===== config.mk =====
export PLATFORM = sky130hd
export DESIGN_NAME = hex_grid_neighbor_index
export DESIGN_NICKNAME = d
export VERILOG_FILES = /design/src/hdl/hgni_pkg.sv /design/src/hdl/hgni_div.sv /design/src/hdl/hex_grid_neighbor_index.sv
export SDC_FILE = /design/constraint.sdc
export NUM_CORES = 2
export LEC_CHECK = 0
export CAP_MARGIN = 20
export CORE_UTILIZATION = 60
export CTS_CLUSTER_DIAMETER = 40
export DETAILED_ROUTE_END_ITERATION = 6
export DONT_BUFFER_PORTS = 1
export MAX_ROUTING_LAYER = met4
export PLACE_DENSITY_LB_ADDON = 0.05
export SLEW_MARGIN = 20
export SYNTH_ARGS = -nofsm -noshare
export SYNTH_HDL_FRONTEND = slang
export SYNTH_SLANG_ARGS = --single-unit

===== constraint.sdc =====
create_clock -name clk_i -period 13.9 [get_ports clk_i]
set_clock_uncertainty 0.2 [all_clocks]
set_input_delay 0.695 -clock clk_i [delete_from_list [all_inputs] [get_ports clk_i]]
set_output_delay 0.695 -clock clk_i [all_outputs]
set_load 0.01 [all_outputs]

===== src/hdl/hgni_pkg.sv =====
// Shared types, constants and direction tables for the hex grid neighbor index block.
// No dependencies.
package hgni_pkg;

  localparam int ROOM_W     = 20;
  localparam int CFG_W      = 11;
  localparam int DIR_W      = 3;
  localparam int MODE_W     = 2;
  localparam int CFG_IDX_W  = 1;
  localparam int MAX_WIDTH  = 1024;
  localparam int MAX_HEIGHT = 1024;
  localparam int GRID_RESET = 10;

  // divider pipeline: quotient bits resolved per stage
  localparam int DIV_STEPS  = 4;
  localparam int DIV_STAGES = (ROOM_W + DIV_STEPS - 1) / DIV_STEPS;

  localparam logic [CFG_IDX_W-1:0] CFG_GRID_WIDTH  = 1'd0;
  localparam logic [CFG_IDX_W-1:0] CFG_GRID_HEIGHT = 1'd1;

  typedef enum logic [MODE_W-1:0] {
    MODE_NEXT = 2'd0,
    MODE_DIR  = 2'd1,
    MODE_OPP  = 2'd2
  } mode_e;

  typedef enum logic [DIR_W-1:0] {
    DIR_RIGHT      = 3'd0,
    DIR_RIGHT_UP   = 3'd1,
    DIR_LEFT_UP    = 3'd2,
    DIR_LEFT       = 3'd3,
    DIR_LEFT_DOWN  = 3'd4,
    DIR_RIGHT_DOWN = 3'd5
  } dir_e;

  // two's complement delta in 3 bits
  typedef logic [2:0] delta_t;

  function automatic logic dir_valid(logic [DIR_W-1:0] d);
    logic v;
    case (dir_e'(d))
      DIR_RIGHT, DIR_RIGHT_UP, DIR_LEFT_UP,
      DIR_LEFT, DIR_LEFT_DOWN, DIR_RIGHT_DOWN: v = 1'b1;
      default: v = 1'b0;
    endcase
    return v;
  endfunction

  function automatic delta_t dir_dx(logic [DIR_W-1:0] d);
    delta_t r;
    case (dir_e'(d))
      DIR_RIGHT:      r = 3'b010;
      DIR_RIGHT_UP:   r = 3'b001;
      DIR_LEFT_UP:    r = 3'b111;
      DIR_LEFT:       r = 3'b110;
      DIR_LEFT_DOWN:  r = 3'b111;
      DIR_RIGHT_DOWN: r = 3'b001;
      default:        r = 3'b000;
    endcase
    return r;
  endfunction

  function automatic delta_t dir_dy(logic [DIR_W-1:0] d);
    delta_t r;
    case (dir_e'(d))
      DIR_RIGHT:      r = 3'b000;
      DIR_RIGHT_UP:   r = 3'b001;
      DIR_LEFT_UP:    r = 3'b001;
      DIR_LEFT:       r = 3'b000;
      DIR_LEFT_DOWN:  r = 3'b111;
      DIR_RIGHT_DOWN: r = 3'b111;
      default:        r = 3'b000;
    endcase
    return r;
  endfunction

  function automatic logic [DIR_W-1:0] dir_opposite(logic [DIR_W-1:0] d);
    dir_e r;
    case (dir_e'(d))
      DIR_RIGHT:      r = DIR_LEFT;
      DIR_RIGHT_UP:   r = DIR_LEFT_DOWN;
      DIR_LEFT_UP:    r = DIR_RIGHT_DOWN;
      DIR_LEFT:       r = DIR_RIGHT;
      DIR_LEFT_DOWN:  r = DIR_RIGHT_UP;
      DIR_RIGHT_DOWN: r = DIR_LEFT_UP;
      default:        r = DIR_RIGHT;
    endcase
    return r;
  endfunction

endpackage


===== src/hdl/hgni_div.sv =====
// Pipelined restoring divider: room index by grid width, DIV_STEPS quotient bits per stage.
// Depends on hgni_pkg. Stage registers advance on their own enable bit.
module hgni_div #(
  parameter int DIV_W = $clog2(hgni_pkg::MAX_WIDTH + 1)
) (
  input  logic                             clk_i,
  input  logic [hgni_pkg::DIV_STAGES-1:0]  en_i,
  input  logic [hgni_pkg::ROOM_W-1:0]      dividend_i,
  input  logic [DIV_W-1:0]                 divisor_i,
  output logic [hgni_pkg::ROOM_W-1:0]      quot_o,
  output logic [DIV_W-1:0]                 rem_o
);

  localparam int RW    = hgni_pkg::ROOM_W;
  localparam int NS    = hgni_pkg::DIV_STAGES;
  localparam int STEPS = hgni_pkg::DIV_STEPS;

  logic [DIV_W-1:0] rem_q [NS];
  logic [RW-1:0]    nq_q  [NS];

  for (genvar k = 0; k < NS; k++) begin : g_stage
    localparam int NSTEP = (k == NS - 1) ? RW - STEPS * (NS - 1) : STEPS;

    logic [DIV_W-1:0] rem_in;
    logic [DIV_W-1:0] rem_nx;
    logic [RW-1:0]    nq_in;
    logic [RW-1:0]    nq_nx;

    if (k == 0) begin : g_first
      assign rem_in = '0;
      assign nq_in  = dividend_i;
    end else begin : g_next
      assign rem_in = rem_q[k-1];
      assign nq_in  = nq_q[k-1];
    end

    // nq shifts dividend bits out at the top and quotient bits in at the bottom
    always_comb begin
      logic [DIV_W:0] t;
      logic [DIV_W:0] dv;
      t      = '0;
      dv     = {1'b0, divisor_i};
      rem_nx = rem_in;
      nq_nx  = nq_in;
      for (int j = 0; j < NSTEP; j++) begin
        t     = {rem_nx, nq_nx[RW-1]};
        nq_nx = {nq_nx[RW-2:0], 1'b0};
        if (t >= dv) begin
          t        = t - dv;
          nq_nx[0] = 1'b1;
        end
        rem_nx = t[DIV_W-1:0];
      end
    end

    always_ff @(posedge clk_i) begin
      if (en_i[k]) begin
        rem_q[k] <= rem_nx;
        nq_q[k]  <= nq_nx;
      end
    end
  end

  assign quot_o = nq_q[NS-1];
  assign rem_o  = rem_q[NS-1];

endmodule


===== src/hdl/hex_grid_neighbor_index.sv =====
// Hex grid neighbor index: next room, direction between rooms, opposite direction.
// The result is registered on the output after the request passes through
// 5 divider stages, a coordinate stage, a multiply stage and an output stage.
// Throughput: one request per cycle while the output is not stalled; the pipeline closes bubbles under stall.
// Reset: pipeline emptied, grid width and height return to 10 by 10.
// Depends on hgni_pkg and hgni_div.
module hex_grid_neighbor_index #(
  parameter int MAX_WIDTH  = hgni_pkg::MAX_WIDTH,
  parameter int MAX_HEIGHT = hgni_pkg::MAX_HEIGHT
) (
  input  logic                             clk_i,
  input  logic                             rst_ni,

  input  logic                             cfg_we_i,
  input  logic [hgni_pkg::CFG_IDX_W-1:0]   cfg_idx_i,
  input  logic [hgni_pkg::CFG_W-1:0]       cfg_wdata_i,

  input  logic                             in_valid_i,
  output logic                             in_stall_o,
  input  logic [hgni_pkg::MODE_W-1:0]      mode_i,
  input  logic [hgni_pkg::ROOM_W-1:0]      from_room_i,
  input  logic [hgni_pkg::ROOM_W-1:0]      to_room_i,
  input  logic [hgni_pkg::DIR_W-1:0]       dir_in_i,

  output logic                             out_valid_o,
  input  logic                             out_stall_i,
  output logic [hgni_pkg::ROOM_W-1:0]      room_out_o,
  output logic [hgni_pkg::DIR_W-1:0]       dir_out_o,
  output logic                             found_o
);

  localparam int RW  = hgni_pkg::ROOM_W;
  localparam int DW  = hgni_pkg::DIR_W;
  localparam int NS  = hgni_pkg::DIV_STAGES;
  localparam int NST = NS + 3;
  localparam int WW  = $clog2(MAX_WIDTH + 1);
  localparam int HW  = $clog2(MAX_HEIGHT + 1);
  localparam int XW  = WW + 3;
  localparam int YW  = RW + 2;
  localparam int PW  = WW + HW;

  // configuration
  logic [hgni_pkg::CFG_W-1:0] grid_width_q;
  logic [hgni_pkg::CFG_W-1:0] grid_height_q;
  logic [WW-1:0]              w_eff;
  logic [HW-1:0]              h_eff;

  always_ff @(posedge clk_i or negedge rst_ni) begin
    if (!rst_ni) begin
      grid_width_q  <= hgni_pkg::CFG_W'(hgni_pkg::GRID_RESET);
      grid_height_q <= hgni_pkg::CFG_W'(hgni_pkg::GRID_RESET);
    end else if (cfg_we_i) begin
      case (cfg_idx_i)
        hgni_pkg::CFG_GRID_WIDTH:  grid_width_q  <= cfg_wdata_i;
        hgni_pkg::CFG_GRID_HEIGHT: grid_height_q <= cfg_wdata_i;
        default: ;
      endcase
    end
  end

  always_comb begin
    if (grid_width_q == '0) begin
      w_eff = WW'(1);
    end else if (32'(grid_width_q) > 32'(MAX_WIDTH)) begin
      w_eff = WW'(MAX_WIDTH);
    end else begin
      w_eff = WW'(grid_width_q);
    end
    if (grid_height_q == '0) begin
      h_eff = HW'(1);
    end else if (32'(grid_height_q) > 32'(MAX_HEIGHT)) begin
      h_eff = HW'(MAX_HEIGHT);
    end else begin
      h_eff = HW'(grid_height_q);
    end
  end

  // stage valids and per-stage advance
  logic [NST-1:0] v_q;
  logic [NST-1:0] v_d;
  logic [NST-1:0] en;

  always_comb begin
    en[NST-1] = !v_q[NST-1] || !out_stall_i;
    for (int i = NST - 2; i >= 0; i--) begin
      en[i] = !v_q[i] || en[i+1];
    end
  end

  assign v_d        = {v_q[NST-2:0], in_valid_i};
  assign in_stall_o = !en[0];

  always_ff @(posedge clk_i or negedge rst_ni) begin
    if (!rst_ni) begin
      v_q <= '0;
    end else begin
      for (int i = 0; i < NST; i++) begin
        if (en[i]) begin
          v_q[i] <= v_d[i];
        end
      end
    end
  end

  // side band through the divider stages
  logic [hgni_pkg::MODE_W-1:0] mode_q [NS];
  logic [DW-1:0]               dir_q  [NS];

  always_ff @(posedge clk_i) begin
    if (en[0]) begin
      mode_q[0] <= mode_i;
      dir_q[0]  <= dir_in_i;
    end
    for (int i = 1; i < NS; i++) begin
      if (en[i]) begin
        mode_q[i] <= mode_q[i-1];
        dir_q[i]  <= dir_q[i-1];
      end
    end
  end

  // row and column of both rooms
  logic [RW-1:0] frow;
  logic [RW-1:0] trow;
  logic [WW-1:0] fcol;
  logic [WW-1:0] tcol;

  hgni_div #(
    .DIV_W (WW)
  ) u_div_from (
    .clk_i      (clk_i),
    .en_i       (en[NS-1:0]),
    .dividend_i (from_room_i),
    .divisor_i  (w_eff),
    .quot_o     (frow),
    .rem_o      (fcol)
  );

  hgni_div #(
    .DIV_W (WW)
  ) u_div_to (
    .clk_i      (clk_i),
    .en_i       (en[NS-1:0]),
    .dividend_i (to_room_i),
    .divisor_i  (w_eff),
    .quot_o     (trow),
    .rem_o      (tcol)
  );

  // coordinate stage
  logic          found_e_d;
  logic [DW-1:0] dir_e_d;
  logic [WW-1:0] ncol_e_d;
  logic [HW-1:0] nhy_e_d;
  logic          found_e_q;
  logic [DW-1:0] dir_e_q;
  logic [WW-1:0] ncol_e_q;
  logic [HW-1:0] nhy_e_q;

  always_comb begin
    logic [WW:0]             fhx;
    logic [WW:0]             thx;
    logic [XW-1:0]           nhx;
    logic [YW-1:0]           nhy;
    logic [WW+1:0]           dxd;
    logic [RW:0]             dyd;
    hgni_pkg::delta_t        ddx;
    hgni_pkg::delta_t        ddy;
    logic                    dok;
    fhx       = {fcol, frow[0]};
    thx       = {tcol, trow[0]};
    dok       = hgni_pkg::dir_valid(dir_q[NS-1]);
    ddx       = hgni_pkg::dir_dx(dir_q[NS-1]);
    ddy       = hgni_pkg::dir_dy(dir_q[NS-1]);
    nhx       = {2'b00, fhx} + {{(XW-3){ddx[2]}}, ddx};
    nhy       = {2'b00, frow} + {{(YW-3){ddy[2]}}, ddy};
    dxd       = {1'b0, thx} - {1'b0, fhx};
    dyd       = {1'b0, trow} - {1'b0, frow};
    found_e_d = 1'b0;
    dir_e_d   = '0;
    ncol_e_d  = '0;
    nhy_e_d   = '0;
    case (hgni_pkg::mode_e'(mode_q[NS-1]))
      hgni_pkg::MODE_NEXT: begin
        if (dok && !nhx[XW-1] && !nhy[YW-1] && (nhy < YW'(h_eff)) &&
            (nhx[WW+1:1] < {1'b0, w_eff})) begin
          found_e_d = 1'b1;
          ncol_e_d  = nhx[WW:1];
          nhy_e_d   = nhy[HW-1:0];
        end
      end
      hgni_pkg::MODE_DIR: begin
        for (int k = 5; k >= 0; k--) begin
          ddx = hgni_pkg::dir_dx(DW'(k));
          ddy = hgni_pkg::dir_dy(DW'(k));
          if ((dxd == {{(WW-1){ddx[2]}}, ddx}) && (dyd == {{(RW-2){ddy[2]}}, ddy})) begin
            found_e_d = 1'b1;
            dir_e_d   = DW'(k);
          end
        end
      end
      hgni_pkg::MODE_OPP: begin
        if (dok) begin
          found_e_d = 1'b1;
          dir_e_d   = hgni_pkg::dir_opposite(dir_q[NS-1]);
        end
      end
      default: ;
    endcase
  end

  always_ff @(posedge clk_i) begin
    if (en[NS]) begin
      found_e_q <= found_e_d;
      dir_e_q   <= dir_e_d;
      ncol_e_q  <= ncol_e_d;
      nhy_e_q   <= nhy_e_d;
    end
  end

  // multiply stage
  logic [PW-1:0] prod_q;
  logic [WW-1:0] col_m_q;
  logic          found_m_q;
  logic [DW-1:0] dir_m_q;

  always_ff @(posedge clk_i) begin
    if (en[NS+1]) begin
      prod_q    <= PW'(nhy_e_q) * PW'(w_eff);
      col_m_q   <= ncol_e_q;
      found_m_q <= found_e_q;
      dir_m_q   <= dir_e_q;
    end
  end

  // output stage
  logic [RW-1:0] room_q;
  logic [DW-1:0] dir_o_q;
  logic          found_o_q;

  always_ff @(posedge clk_i) begin
    if (en[NS+2]) begin
      room_q    <= RW'(prod_q) + RW'(col_m_q);
      dir_o_q   <= dir_m_q;
      found_o_q <= found_m_q;
    end
  end

  assign out_valid_o = v_q[NST-1];
  assign room_out_o  = room_q;
  assign dir_out_o   = dir_o_q;
  assign found_o     = found_o_q;

`ifndef SYNTHESIS
  a_miss_zero: assert property (@(posedge clk_i) disable iff (!rst_ni)
    out_valid_o && !found_o |-> (room_out_o == '0) && (dir_out_o == '0))
    else $error("miss result carries nonzero fields");

  a_dir_range: assert property (@(posedge clk_i) disable iff (!rst_ni)
    out_valid_o && found_o |-> (dir_out_o <= DW'(hgni_pkg::DIR_RIGHT_DOWN)))
    else $error("direction out of range");

  a_stall_full: assert property (@(posedge clk_i) disable iff (!rst_ni)
    in_stall_o |-> (&v_q) && out_stall_i)
    else $error("input stalled with a free stage");
`endif

endmodule


==> flow_summary.ini <==
[floorplan]
start_util = 0.6056
die_w_um = 275.9
pin_count = 88
die_h_um = 275.9
die_area_um2 = 76110
design.core.area_um2 = 74320
rows = 100

[placed_design]
globalplace.congestion = 0.9464
io_buffers = 0
dp_slack_ns = 1.182
hpwl_um = 88490

[setup_path]
path_class = register to register
crit_fanout = 19
worst_ep_arrival_time_ns = 13.11
end_kind = register
start_kind = register
cp_common_cell = o21ai_0
critPathRequiredTime_ns = 14.03
r2r_setup_slack_ns = 0.92
cp_slowest_cell = nor4b_1
slowest_delay_ns = 0.71

[timing]
fin_crit_sh = 0.9338
finalSetupTns_ns = 0
setup_viol = 0
hold_slack_ns = 0.1550
grt_setup_unrepaired = false
slew_headroom = 0.2782
max_freq_ghz = 0.07704
worstMarginPinSlew_ns = 1.080
finalMaxSlewViolations = 0
setup_ws_ns = 0.9195
finalHoldViolations = 0
period_needed_ns = 12.98

[detailed_routing]
wl_um = 115900
drt-initial-drc-count = 2413
route.detailed.drc = 0
vias = 36380
drt_pre_antenna_iters = 5
wire_per_inst_um = 19.30
viasPerCell = 6.058
drt.antenna.violating_nets = 0

[synthesis]
synth_top_flop_cell = edfxtp_1
yosys_warnings = 0
syn-instance-count = 4877
ys_ff_latch = 450
synthTopCellsByArea = edfxtp_1, ha_1, fa_1
syn-num-nets = 5633
synth_top_area_cell = edfxtp_1
syn-cell-area_um2 = 45010
seq_area_frac_synth = 0.2970
async_reset_ff_frac = 0.06667
yosysTopAreaCellShare = 0.2802
yosysUniqueCellTypes = 102
avgSynthCellArea_um2 = 9.229
synth_enable_flop_cells = 420

[job]
maxCapViolations = 0

[outcome]
status = finished, final reports clean

[cts]
cts_made_buffers = 84
cts.root.buffer_cell = clkbuf_16
clock_sinks = 450
clock_latency_ns = 0.64
clk_pin_slew_ns = 0.05
clockBufferDepth = 3
cts_tree = built
cts_max_level = 3

[global_route]
grt_pass1_wl_um = 182700
track_usage = 0.3140
grt_max_degree = 60
grt_pass1_vias = 34730
antenna_found_initial = 4
gr-total-overflow = 0

[cells_and_area]
finalNetCount = 5719
final_cell_mix = ha_1, inv_1, edfxtp_1
final_common_cell = ha_1
drive_gt1_frac = 0.07452
syn_to_final_growth_pct = 10.32

[worst_hold_path]
min_path_type = input pin to register
==> stage by stage <==
step / instances / util / instance area, µm²
6_report: 6006 / 0.6681 / 49650
5_1_grt: 6006 / 0.6681 / 49650
4_1_cts: 6001 / 0.6678 / 49630
3_5_place_dp: 5795 / 0.6229 / 46290
3_3_place_gp: 5795 / 0.6229 / 46290
2_1_floorplan: 4877 / - / 45010
==> state kept, by name (all words and copies together), names as in the netlist, 8 cells and up <==
name,cells
room_out_o,20
u_div_from.rem_q,55
u_div_to.rem_q,55
v_q,8
ncol_e_q,11
nhy_e_q,11
grid_height_q,11
prod_q,20
col_m_q,11
mode_q,10
u_div_to.nq_q,100
grid_width_q,11
u_div_from.nq_q,100
dir_q,15
==> path summary, 6_finish.rpt <==
kind	from	endpoint	cells after the start
setup / recovery	grid_width_q[2]	u_div_to.rem_q[0][12]	50
hold / removal	from_room_i[16]	u_div_from.rem_q[0][0]	2
setup reg to reg	grid_width_q[2]	u_div_to.rem_q[0][12]	50
min in group asynchronous	rst_ni	grid_width_q[10]	2
hold reg to reg	u_div_to.nq_q[0][11]	u_div_to.nq_q[0][35]	0
max in group asynchronous	rst_ni	grid_height_q[1]	2
==> worst max-delay path, delay by kind of cell (launching register included) <==
family                     cells  cell delay [ns]
AOI/OAI and AO/OA             25             4.87
and+or+nand+nor               16             4.32
adders and majority gates      5             1.63
buffers and inverters          3             0.83
DFF                            1             0.41
muxes                          1             0.36
==> layout make-up <==
| class | count | area, µm² |
|---|---|---|
| multi-input cells | 3856 | 29560 |
| fillers | 6027 | 24670 |
| flip-flops and latches | 450 | 13370 |
| clock buffers | 90 | 2125 |
| inverters | 468 | 1757 |
| well taps | 969 | 1212 |
| repair buffers | 103 | 923.4 |
| clock inverters | 65 | 695.7 |
| diodes | 5 | 12.51 |
==> routing by layer <==
layer  GRT usage  part of all wire  vias up
met4      0.1069             0.032        0
met3     0.03941             0.057      207
met1      0.4042              0.45    17250
met2      0.5097              0.47      968
li1            -                 -    17960
met5           -                 0        -
==> cell usage after synthesis, drive strengths merged (45+ instances only) <==
library cell  number
nand3            104
nor2             284
a21oi            280
clkbuf            89
and3              47
ha               572
nand2b            96
mux2i             79
xnor2            220
o21a              47
xor2             113
and2              70
fa               122
a21o             113
mux2              88
nor3             101
a21boi            45
o21ai            349
nand2            392
edfxtp           420
nand4             73
inv              466
nor2b            119
==> cells by family (layout without fill, tap and decap cells) <==
family / Yosys count / count (layout) / share of synthesized area
simple gates: 1474 / 1474 / 0.1663
other cells: 0 / 5 / 0
fa+ha+maj: 694 / 694 / 0.2133
compound gates: 1188 / 1188 / 0.1704
buf+inv: 571 / 726 / 0.04801
mux: 167 / 167 / 0.04025
xor+xnor: 333 / 333 / 0.06480
flops: 450 / 450 / 0.2970
==> what timing repair did <==
action / CTS / global route
resized for setup: 0 / 2
hold endpoints to repair: 90 / 0
buffers inserted: 0 / 0
setup endpoints to repair: 0 / 12
hold buffers: 51 / 0
Power is not shown: default switching activity piles up to over one toggle a cycle in this logic, so the estimate is an artifact.
